### src/wbc_pkg.sv
// ----------------------------------------------------------------------------
// Word-break checker package
// Dictionary ROM contents, default sizes and the result record.
// ----------------------------------------------------------------------------
package wbc_pkg;

	localparam int MAX_WORD_LEN_DEF = 8;
	localparam int DICT_WORDS_DEF   = 13;

	// ROM geometry: entries and bytes per entry (text is padded with zeros)
	localparam int DICT_ROM_WORDS = 13;
	localparam int DICT_ROM_CHARS = 8;

	localparam int DICT_LEN [DICT_ROM_WORDS] = '{6, 7, 3, 4, 3, 5, 8, 3, 2, 1, 4, 3, 5};

	// first character at index 0
	localparam logic [7:0] DICT_TEXT [DICT_ROM_WORDS][DICT_ROM_CHARS] = '{
		'{8'h6d, 8'h6f, 8'h62, 8'h69, 8'h6c, 8'h65, 8'h00, 8'h00},
		'{8'h73, 8'h61, 8'h6d, 8'h73, 8'h75, 8'h6e, 8'h67, 8'h00},
		'{8'h73, 8'h61, 8'h6d, 8'h00, 8'h00, 8'h00, 8'h00, 8'h00},
		'{8'h73, 8'h75, 8'h6e, 8'h67, 8'h00, 8'h00, 8'h00, 8'h00},
		'{8'h6d, 8'h61, 8'h6e, 8'h00, 8'h00, 8'h00, 8'h00, 8'h00},
		'{8'h6d, 8'h61, 8'h6e, 8'h67, 8'h6f, 8'h00, 8'h00, 8'h00},
		'{8'h69, 8'h63, 8'h65, 8'h63, 8'h72, 8'h65, 8'h61, 8'h6d},
		'{8'h61, 8'h6e, 8'h64, 8'h00, 8'h00, 8'h00, 8'h00, 8'h00},
		'{8'h67, 8'h6f, 8'h00, 8'h00, 8'h00, 8'h00, 8'h00, 8'h00},
		'{8'h69, 8'h00, 8'h00, 8'h00, 8'h00, 8'h00, 8'h00, 8'h00},
		'{8'h6c, 8'h69, 8'h6b, 8'h65, 8'h00, 8'h00, 8'h00, 8'h00},
		'{8'h69, 8'h63, 8'h65, 8'h00, 8'h00, 8'h00, 8'h00, 8'h00},
		'{8'h63, 8'h72, 8'h65, 8'h61, 8'h6d, 8'h00, 8'h00, 8'h00}
	};

	// length of entry w, 0 for entries past the ROM
	function automatic int word_len(input int w);
		int len;
		len = 0;
		if (w >= 0 && w < DICT_ROM_WORDS) begin
			len = DICT_LEN[w];
		end
		return len;
	endfunction

	function automatic logic [7:0] word_char(input int w, input int t);
		logic [7:0] c;
		c = 8'h00;
		if (w >= 0 && w < DICT_ROM_WORDS && t >= 0 && t < DICT_ROM_CHARS) begin
			c = DICT_TEXT[w][t];
		end
		return c;
	endfunction

	typedef struct packed {
		logic splittable;
		logic at_end;
	} res_t;

endpackage

### src/wbc_back.sv
// ----------------------------------------------------------------------------
// Word-break back end
// Combines queued match vectors with the prefix flags, updates the flags
// and hands one result per item to the result queue.
// ----------------------------------------------------------------------------
module wbc_back #(
	parameter int MAX_WORD_LEN = wbc_pkg::MAX_WORD_LEN_DEF,
	parameter int DICT_WORDS   = wbc_pkg::DICT_WORDS_DEF
) (
	input  logic                clk,
	input  logic                arst_n,
	input  logic                item_empty,
	input  logic [DICT_WORDS:0] item_data,
	output logic                item_pop,
	input  logic                res_full,
	output logic                res_push,
	output wbc_pkg::res_t       res_data
);

	import wbc_pkg::*;

	localparam logic [MAX_WORD_LEN-1:0] HIST_RST = MAX_WORD_LEN'(1);

	// bit k: prefix k+1 characters shorter than the current one splits
	logic [MAX_WORD_LEN-1:0] hist_q;
	logic [MAX_WORD_LEN-1:0] hist_shift;
	logic [DICT_WORDS-1:0]   match;
	logic [DICT_WORDS-1:0]   term;
	logic                    is_end;
	logic                    ok;

	assign is_end   = item_data[DICT_WORDS];
	assign match    = item_data[DICT_WORDS-1:0];
	assign item_pop = !item_empty && !res_full;
	assign res_push = item_pop;

	// a word of length L needs the prefix L characters shorter, held in bit L-1
	for (genvar w = 0; w < DICT_WORDS; w++) begin : g_term
		localparam int L = word_len(w);
		if (L >= 1 && L <= MAX_WORD_LEN) begin : g_use
			assign term[w] = match[w] && hist_q[L-1];
		end else begin : g_none
			assign term[w] = 1'b0;
		end
	end

	assign ok = |term;

	always_comb begin
		hist_shift[0] = ok;
		for (int k = 1; k < MAX_WORD_LEN; k++) begin
			hist_shift[k] = hist_q[k-1];
		end
	end

	always_comb begin
		res_data.at_end     = is_end;
		res_data.splittable = is_end ? hist_q[0] : ok;
	end

	always_ff @(posedge clk or negedge arst_n) begin
		if (!arst_n) begin
			hist_q <= HIST_RST;
		end else if (item_pop) begin
			hist_q <= is_end ? HIST_RST : hist_shift;
		end
	end

	a_end_reset: assert property (@(posedge clk) disable iff (!arst_n)
		item_pop && is_end |=> hist_q == HIST_RST)
		else $error("prefix flags not restored after end item");

	a_flag_result: assert property (@(posedge clk) disable iff (!arst_n)
		item_pop && !is_end |=> hist_q[0] == $past(res_data.splittable))
		else $error("newest prefix flag differs from reported result");

	a_stall_hold: assert property (@(posedge clk) disable iff (!arst_n)
		!item_pop |=> $stable(hist_q))
		else $error("prefix flags changed without an item");

endmodule

### config.mk
export PLATFORM = sky130hd
export DESIGN_NAME = wbc_back
export DESIGN_NICKNAME = d
export VERILOG_FILES = /design/src/wbc_pkg.sv /design/src/wbc_back.sv
export SDC_FILE = /design/constraint.sdc
export NUM_CORES = 1
export LEC_CHECK = 0
export ABC_AREA = 1
export BUFFER_PORTS_ARGS = -buffer_cell sky130_fd_sc_hd__buf_2
export CAP_MARGIN = 20
export CORE_AREA = 5 5 42 44
export DETAILED_ROUTE_END_ITERATION = 10
export DIE_AREA = 0 0 47 49
export GPL_ROUTABILITY_DRIVEN = 0
export PLACE_DENSITY_LB_ADDON = 0.2
export SYNTH_ARGS = -nofsm -noshare
export SYNTH_HDL_FRONTEND = slang
export SYNTH_SLANG_ARGS = --single-unit
### constraint.sdc
create_clock -name clk -period 1 [get_ports clk]
set_input_delay 0.2 -clock clk [delete_from_list [all_inputs] [get_ports clk]]
set_output_delay 0.2 -clock clk [all_outputs]
set_load 0.05 [all_outputs]
Word level (Yosys, flattened, before mapping)
Cells that the tools add are included.
{ "totals": {"register_bits": 8, "in_bits": 18, "out_inout_bits": 4, "elab_cells": 20} }
{ "classes": {"muxes": 2, "n_reduce_logical": 17} }
{ "op_table": {"columns": ["op", "n"], "rows": [
  ["$logic_and A1 B1 Y1", 14],
  ["$reduce_or A13 Y1", 1],
  ["$mux W8", 1],
  ["$logic_not A1 Y1", 2],
  ["$mux W1", 1]
]} }

Logic depth before layout (Yosys ltp)
Gate-level depths: netlist of the first run.
{ "logic_depth": {"word_depth": 3, "depth_mapped": 8, "ltp_nobuf": 8} }

Worst setup path before layout of the first run
OpenSTA, ideal clock, no wires.
{ "synth_timing": {"path_kind": "register to output", "startpoint": "register hist_q[0]", "endpoint": "output res_data[1] in the netlist's numbering", "arrival_time_ps": 1523, "required_time_ps": 800, "setup_slack_ps": -723, "stages_incl_launch_ff": 7, "n_path_buf": 0, "cell_sequence": "dfstp_2 nand2_1 nand2_1 inv_1 nand2_1 nor2_1 a21oi_1"} }
{ "synth_rtl": {"columns": ["element", "line_no", "rtl"], "rows": [
  ["start, declared", "wbc_back.sv:25", "logic [MAX_WORD_LEN-1:0] hist_q;"],
  ["start signal, assigned", "wbc_back.sv:65", "hist_q <= is_end ? HIST_RST : hist_shift;"],
  ["end, declared", "wbc_back.sv:17", "output wbc_pkg::res_t res_data"]
]} }

==> impl_metrics.tcl, run 1 <==
set metrics [dict create \
    place_ws_ns -0.334 \
    r2r-start "hist_q[0]" \
    clk-insertion-delay-late_ns 0.26 \
    synth_nets 80 \
    synth_area_leader_cell "dfrtp_1" \
    dieArea_um2 2300 \
    yosysTopAreaCellShare_pct 39.1 \
    die_h_um 49 \
    routedWlPerCell_um 10.2 \
    hold_class "input port to flip-flop" \
    drc 0 \
    drt_iter0_markers 11 \
    area_growth_pct 64.2 \
    r2r-end "hist_q[0]" \
    use_met1_pct 13.6 \
    vias_per_cell 4.37 \
    grtUsageMet2_pct 17.0 \
    regArea_um2 201 \
    port_buffers 21 \
    drv_slew 0 \
    yosysSeqAreaShare_pct 45.0 \
    top_register "hist_q" \
    critPathBufInv 2 \
    leakage_nw 0.417 \
    met3_usage_pct 2.58 \
    grt_use_total_pct 11.4 \
    rsz0062_at_grt "true" \
    syn_avg_cell_area_um2 7.22 \
    final_antenna_net_count 0 \
    fmax_mhz 663 \
    nFillCells 144 \
    synth_cells 62 \
    layout-drive-gt1-share_pct 46.5 \
    crit_arrival_ns 1.31 \
    final_nets 118 \
    setup_ws_ns -0.509 \
    grt_max_degree 9 \
    fin_cells 115 \
    initial_core_util_pct 32.0 \
    holdPathStages 3 \
    outcome "complete, but fails checks" \
    multi_input_area_um2 235 \
    netlist_top_cells_area "dfrtp_1 (39%), nand2_1 (23%), nand3_1 (6.7%), dfstp_2 (5.9%), inv_1 (5.0%)" \
    synth.cell_area_um2 448 \
    vias 503 \
    grt_pass1_vias 455 \
    drv_cap 0 \
    vdd_drop_max_uv 718 \
    cpPeakStageDelay_ns 0.53 \
    largest_reg_flops 8 \
    start_kind "flip-flop" \
    cts_tree "built" \
    grt_pass1_wl_um 1870 \
    clock_path_buffers 2 \
    required_ns 0.80 \
    hpwl_um 915 \
    root_buffer "clkbuf_4" \
    slowest_stage "dfstp_2" \
    crit_top_cell "nand2_1" \
    path_class "flip-flop to primary output" \
    slew-limit-headroom_pct 83.5 \
    holdWs_ns 0.265 \
    synth_cell_types 12 \
    core-area_um2 1400 \
    cts_max_level 1 \
    placed_cells 105 \
    setup_viol 2 \
    grt_overflow 0 \
    finalPower_w 0.000952 \
    dr.pass1.iters 4 \
    busiest_layer "met2" \
    die_x_um 47 \
    min_period_ns 1.51 \
    crit_chain "nand2_1, nand2_1, inv_1, nand2_2, nor2_4, a21oi_4, buf_6" \
    largestRegisters "hist_q (8)" \
    hold_start "item_data[13]" \
    finalHoldViolCount 0 \
    endpoint_kind "primary output" \
    wl_um 1170 \
    fin_skew_ns 0.00529 \
    path_delay_family "flip-flops" \
    cp_max_fo 2 \
    num_io_pins 22 \
    clk_pin_slew_ns 0.06 \
    num_antenna_cells 0 \
    clkSinkCount 8 \
    powerDensity_nw_per_um2 1290 \
    ys_seq_elements 8 \
    final_core_util_pct 52.5 \
    num_rows 14 \
    hold_end "hist_q[4]" \
    finalCritPeriodShare_pct 151 \
    yosysWarningCount 0 \
    worstMarginPinSlew_ns 0.248 \
    cts_made_buffers 3 \
    r2r_cells 8 \
    violations "setup timing" \
    antenna_found_initial 0 \
    timing.reg2reg.setup_slack_ns 0 \
]
per-stage QoR:
| stage | setup TNS (ns) | area (um2) |
|---|---|---|
| 4_1_cts | -0.562 | 693 |
| 5_1_grt | -0.740 | 736 |
| 3_5_place_dp | -0.395 | 632 |
| 6_report | -0.510 | 736 |
| 2_1_floorplan | -0.277 | 462 |
| 3_3_place_gp | -0.345 | 632 |
cell families after synthesis:
| family | Yosys count | synth area share [%] |
|---|---|---|
| buf+inv | 9 | 9.22 |
| simple gates | 39 | 38.0 |
| flops | 8 | 45.0 |
| compound gates | 6 | 7.82 |
cell usage in the layout, fill, tap and decap left out:
cell / n
a21oi_2: 1
a21oi_4: 1
buf_2: 20
buf_4: 11
buf_6: 3
clkbuf_1: 1
clkbuf_4: 3
dfrtp_1: 7
dfstp_2: 1
dlygate4sd3_1: 1
inv_1: 5
inv_2: 2
nand2_1: 27
nand2_2: 1
nand3_1: 5
nand3_2: 1
nor2_1: 3
nor2_4: 1
nor2_8: 1
o21ai_0: 1
o21ai_1: 1
o31ai_1: 2
where the power goes:
group	leakage (nW)	internal [W]	switching [W]
sequential	0.107	0.000354	0.0000153
combinational	0.295	0.000138	0.000177
clock	0.0150	0.000153	0.000115
total	0.417	0.000644	0.000308
tightest hold or removal path, delay by kind of cell:
family	cells	cell delay, ns
buffers and inverters	2	0.22
AOI/OAI and AO/OA	1	0.07
per-layer routing:
layer | vias up | wire, um
met5 | - | 0
met4 | 0 | 24
met3 | 4 | 94
met2 | 15 | 578
met1 | 215 | 470
li1 | 269 | -
layout make-up:
| cell class | count | share of cell area (%) |
|---|---|---|
| sequential | 8 | 27.4 |
| clock buffer | 4 | 3.57 |
| timing repair buffer | 35 | 30.8 |
| tap | 16 | 2.72 |
| inverter | 7 | 3.57 |
| multi-input combinational | 45 | 32.0 |
how the worst max path moves through the flow:
stage / startpoint / end / slack, ns / depth (start not counted)
2_1_floorplan: hist_q[0] / res_data[1] / -0.28 / 6
6_report: hist_q[0] / res_data[1] / -0.51 / 7
5_1_grt: hist_q[0] / res_data[1] / -0.59 / 7
3_3_place_gp: hist_q[0] / res_data[1] / -0.31 / 7
3_5_place_dp: hist_q[0] / res_data[1] / -0.33 / 7
4_1_cts: hist_q[0] / res_data[1] / -0.53 / 7
Yosys cell counts:
library cell and instances:
a21oi_1 2, buf_4 2, dfrtp_1 7, dfstp_2 1, inv_1 6, inv_2 1, nand2_1 28, nand3_1 6
nor2_1 4, nor2_8 1, o21ai_0 2, o31ai_1 2
timing repair:
action / CTS / global route
buffers inserted: 2 / 3
hold buffers: 1 / 0
pin swaps: 6 / 5
endpoints found under the hold margin: 8 / 0
endpoints found under the setup margin: 2 / 2
resized for setup: 4 / 6
Power figures use the tool's default switching activity.
==> run 2: changes to the inputs <==
- BUFFER_PORTS_ARGS: -buffer_cell sky130_fd_sc_hd__buf_2 -> not set
- DONT_BUFFER_PORTS: not set -> 1
==> impl_metrics.tcl, run 2 (synthesis results as in run 1) <==
set metrics [dict create \
    finalCritPeriodShare_pct 154 \
    start_kind "flip-flop" \
    grt_pass1_vias 408 \
    port_buffers 0 \
    r2r_cells 9 \
    worstMarginPinSlew_ns 0.367 \
    core-area_um2 1400 \
    vias_per_cell 4.44 \
    holdWs_ns 0.0350 \
    drv_slew 0 \
    routedWlPerCell_um 11.3 \
    die_h_um 49 \
    num_io_pins 22 \
    vias 413 \
    crit_arrival_ns 1.34 \
    top_register "hist_q" \
    wl_um 1050 \
    clk_pin_slew_ns 0.06 \
    min_period_ns 1.54 \
    hold_class "input port to flip-flop" \
    r2r-end "hist_q[0]" \
    layout-drive-gt1-share_pct 35.1 \
    final_cell_mix "nand2_1 (24), buf_4 (9), dfrtp_1 (7)" \
    grt_pass1_wl_um 1680 \
    layout_commonest_cell "nand2_1" \
    required_ns 0.80 \
    timing.reg2reg.setup_slack_ns -0.12 \
    setup_tns_ns -0.662 \
    nFillCells 148 \
    final_antenna_net_count 0 \
    powerDensity_nw_per_um2 1480 \
    finalHoldViolCount 0 \
    antenna_found_initial 0 \
    place_ws_ns -0.252 \
    initial_core_util_pct 32.0 \
    hold_end "hist_q[4]" \
    vdd_drop_max_uv 714 \
    die_x_um 47 \
    dr.pass1.iters 4 \
    endpoint_kind "primary output" \
    cts_tree "built" \
    drc 0 \
    setup_viol 2 \
    drv_cap 0 \
    leakage_nw 0.331 \
    clkSinkCount 8 \
    drt_iter0_markers 4 \
    grt_max_degree 11 \
    num_antenna_cells 0 \
    holdPathStages 1 \
    cp_max_fo 2 \
    slew-limit-headroom_pct 75.5 \
    rsz0062_at_grt "true" \
    clock_path_buffers 2 \
    area_growth_pct 43.0 \
    dieArea_um2 2300 \
    largestRegisters "hist_q (8)" \
    path_class "flip-flop to primary output" \
    hold_start "item_data[13]" \
    fin_cells 93 \
    clk-insertion-delay-late_ns 0.25 \
    fin_skew_ns 0.00553 \
    hpwl_um 829 \
    r2r-start "hist_q[0]" \
    final_nets 96 \
    cts_made_buffers 3 \
    largest_reg_flops 8 \
    cts_max_level 1 \
    violations "setup timing" \
    grt_use_total_pct 10.4 \
    fmax_mhz 649 \
    num_rows 14 \
    root_buffer "clkbuf_4" \
    setup_ws_ns -0.540 \
    grt_overflow 0 \
    outcome "complete, but fails checks" \
    placed_cells 84 \
]
-- run 2: cell count changes in the layout (fill, tap and decap cells not counted), moves of 2 or more --
| cell | change |
|---|---|
| buf_6 | -2 |
| buf_2 | -20 |
| buf_12 | +2 |
| nand2_2 | +3 |
| buf_4 | -2 |
| nand2_1 | -3 |
-- run 2: what timing repair did --
action	4_1_cts	5_1_grt
setup endpoints to repair	2	2
endpoints found under the hold margin	8	0
pin swaps	3	5
buffers inserted	3	1
resized for setup	5	4
hold buffers	1	0
-- run 2: stage by stage --
stage	util (%)	power (W)	cell area, um2
finish	45.7	0.000948	641
global route	45.7	0.00102	641
CTS	44.6	0.000945	626
detailed placement	39.4	0.000625	552
global placement	39.4	0.000623	552
floorplan	-	0.000536	462
-- run 2: layout make-up --
type                    count  area [um2]  share of cell area (%)
well taps                  16        20.0                    3.13
repair buffers             13         129                    20.1
multi-input cells          45         238                    37.1
clock buffers               4        26.3                    4.10
inverters                   7        26.3                    4.10
flip-flops and latches      8         201                    31.4
-- run 2: worst max path at each step --
stage	start	endpoint
6_report	hist_q[0]	res_data[1]
5_1_grt	hist_q[0]	res_data[1]
4_1_cts	hist_q[0]	res_data[1]
3_5_place_dp	hist_q[0]	res_data[1]
3_3_place_gp	hist_q[0]	res_data[1]
2_1_floorplan	hist_q[0]	res_data[1]
-- run 2: worst max-delay path: stages (launching register included) --
cell     delay [ns]
dfstp_2        0.53
nand2_2        0.05
nand2_2        0.06
inv_2          0.03
nand2_2        0.07
nor2_4         0.04
a21oi_4        0.16
buf_12         0.15
-- run 2: power by group --
group | leakage, nW | internal (W) | total (W) | switching, W
registers | 0.107 | 0.000354 | 0.000369 | 0.0000151
logic | 0.210 | 0.000148 | 0.000308 | 0.000160
clock network | 0.0150 | 0.000153 | 0.000271 | 0.000118
-- run 2: routing by layer --
metal  GRT usage, %  up-vias  part of all wire [%]
met1           12.0      176                    43
met3           5.54        2                   8.7
met2           15.8       14                    47
li1               -      221                     -
met4           4.15        0                  0.76
met5              0        -                     0
==> run 3: changes to the inputs <==
--- a/config.mk
+++ b/config.mk
@@ -17,2 +17,3 @@
 export SYNTH_HDL_FRONTEND = slang
 export SYNTH_SLANG_ARGS = --single-unit
+export TNS_END_PERCENT = 10
==> constraint.sdc (replaced) <==
create_clock -name clk -period 1 [get_ports clk]
set_input_delay 0.2 -clock clk [delete_from_list [all_inputs] [get_ports clk]]
set_output_delay 0.2 -clock clk [all_outputs]
set_load 0.1 [all_outputs]
==> impl_metrics.tcl, run 3 (synthesis results as in run 1) <==
set metrics [dict create \
    outcome "complete, but fails checks" \
    violations "setup timing" \
    p_clk_share_pct 28.3 \
    endpoint_kind "primary output" \
    clk-insertion-delay-late_ns 0.26 \
    num_antenna_cells 0 \
    path_delay_family "flip-flops" \
    final_cell_mix "nand2_1 (26), dfrtp_1 (7), nand3_1 (6), buf_4 (6), inv_1 (5)" \
    critPathBufInv 2 \
    crit_arrival_ns 1.37 \
    vias 398 \
    setup_tns_ns -0.582 \
    power.switching_w 0.000335 \
    root_buffer "clkbuf_4" \
    p_int_w 0.000628 \
    num_io_pins 22 \
    largest_reg_flops 8 \
    grt_pass1_wl_um 1700 \
    leakage_nw 0.310 \
    final_antenna_net_count 0 \
    crit_chain "nand2_2, nand2_1, inv_1, nand2_2, nor2_4, a21oi_4, buf_12" \
    setup_viol 2 \
    start_kind "flip-flop" \
    num_rows 14 \
    r2r_cells 8 \
    crit_path_start "hist_q[0]" \
    path_class "flip-flop to primary output" \
    layout_commonest_cell "nand2_1" \
    layout-drive-gt1-share_pct 27.4 \
    rsz0062_at_grt "true" \
    slowest_stage "dfstp_2" \
    crit_end "res_data[1]" \
    vdd_drop_max_uv 741 \
    fin_skew_ns 0.00546 \
    worstMarginPinSlew_ns 0.385 \
    pwr-share-comb_pct 33.4 \
    port_buffers 0 \
    cp.depth 7 \
    drv_cap 0 \
    timing.reg2reg.setup_slack_ns -0.01 \
    die_h_um 49 \
    grt_pass1_vias 398 \
    placed_area_um2 552 \
    min_period_ns 1.57 \
    hold_class "input port to flip-flop" \
    cts_tree "built" \
    dieArea_um2 2300 \
    initial_core_util_pct 32.0 \
    dr.pass1.iters 3 \
    slew-limit-headroom_pct 74.3 \
    placed_cells 84 \
    drt_iter0_markers 8 \
    switching_share_pct 34.8 \
    fin_area_um2 602 \
    setup_ws_ns -0.574 \
    grt_overflow 0 \
    top_register "hist_q" \
    place_ws_ns -0.288 \
    fin_cells 89 \
    cpPeakStageDelay_ns 0.53 \
    clk_pin_slew_ns 0.06 \
    core-area_um2 1400 \
    wl_um 1060 \
    fmax_mhz 635 \
    clock_path_buffers 2 \
    finalCritPeriodShare_pct 157 \
    drc 0 \
    vias_per_cell 4.47 \
    drv_slew 0 \
    grt_use_total_pct 10.9 \
    clkSinkCount 8 \
    routedWlPerCell_um 11.9 \
    required_ns 0.80 \
    seqPwrFrac_pct 38.3 \
    finalHoldViolCount 0 \
    area_growth_pct 34.4 \
    r2r-start "hist_q[0]" \
    largestRegisters "hist_q (8)" \
    nFillCells 156 \
    antenna_found_initial 0 \
    die_x_um 47 \
    final_core_util_pct 42.9 \
    cts_made_buffers 3 \
    final_nets 92 \
    powerDensity_nw_per_um2 1600 \
    grt_max_degree 11 \
    r2r-end "hist_q[0]" \
    hpwl_um 842 \
    cts_max_level 1 \
    crit_top_cell "nand2_2" \
    cp_max_fo 2 \
]
run 3: cell count changes in the layout (fill, tap and decap cells not counted):
| cell | delta |
|---|---|
| buf_4 | -3 |
| inv_2 | -1 |
| inv_1 | +1 |
| nand2_1 | +2 |
| nand2_2 | -2 |
| buf_6 | -1 |
run 3: final cells by class:
class                           count  area (um2)  share of cell area [%]
Multi-Input combinational cell     45         233                    38.7
Sequential cell                     8         201                    33.5
Timing Repair Buffer                9        95.1                    15.8
Clock buffer                        4        26.3                    4.37
Inverter                            7        26.3                    4.37
Tap cell                           16        20.0                    3.33
run 3: metal layers:
| metal | global-route usage (%) | share of wire (%) | vias up |
|---|---|---|---|
| li1 | - | - | 214 |
| met1 | 12.0 | 42 | 170 |
| met2 | 15.2 | 48 | 12 |
| met3 | 5.90 | 8.8 | 2 |
| met4 | 8.29 | 1.2 | 0 |
| met5 | 0 | 0 | - |
run 3: worst reg2reg max path: stages, from the launching register on:
cell and delay, ns:
dfstp_2 0.53, nand2_2 0.04, nand2_1 0.04, inv_1 0.04, nand2_2 0.07, nor2_4 0.04, nand2_1 0.07, nand2_1 0.05
nand2_1 0.06
run 3: worst min-delay path by stage:
| stage | startpoint | end | slack [ns] | cells past startpoint |
|---|---|---|---|---|
| floorplan | arst_n | hist_q[1] | -0.1 | 0 |
| global placement | arst_n | hist_q[7] | -0.1 | 0 |
| detailed placement | arst_n | hist_q[7] | -0.1 | 0 |
| CTS | item_data[13] | hist_q[4] | 0.02 | 1 |
| global route | item_data[13] | hist_q[4] | 0.01 | 1 |
| finish | item_data[13] | hist_q[4] | 0.04 | 1 |
run 3: timing repair:
action,CTS,global route
endpoints found under the hold margin,8,0
endpoints found under the setup margin,2,2
hold buffers,1,0
gates resized for setup,1,4
buffers inserted,0,0
pin swaps,0,4
run 3: power by group through the flow:
stage / combinational [W] / sequential [W] / clock (W)
floorplan: 0.000219 / 0.000376 / 0
global placement: 0.000302 / 0.000372 / 0
detailed placement: 0.000304 / 0.000374 / 0
CTS: 0.000315 / 0.000368 / 0.000292
global route: 0.000344 / 0.000374 / 0.000311
finish: 0.000321 / 0.000369 / 0.000273
run 3: metrics by stage:
stage / power [W] / hold slack (ns)
final: 0.000963 / 0.0354
after global routing: 0.00103 / 0.0109
after CTS: 0.000975 / 0.0226
after detailed placement: 0.000678 / -0.0953
after global placement: 0.000674 / -0.0954
after floorplan: 0.000595 / -0.0956
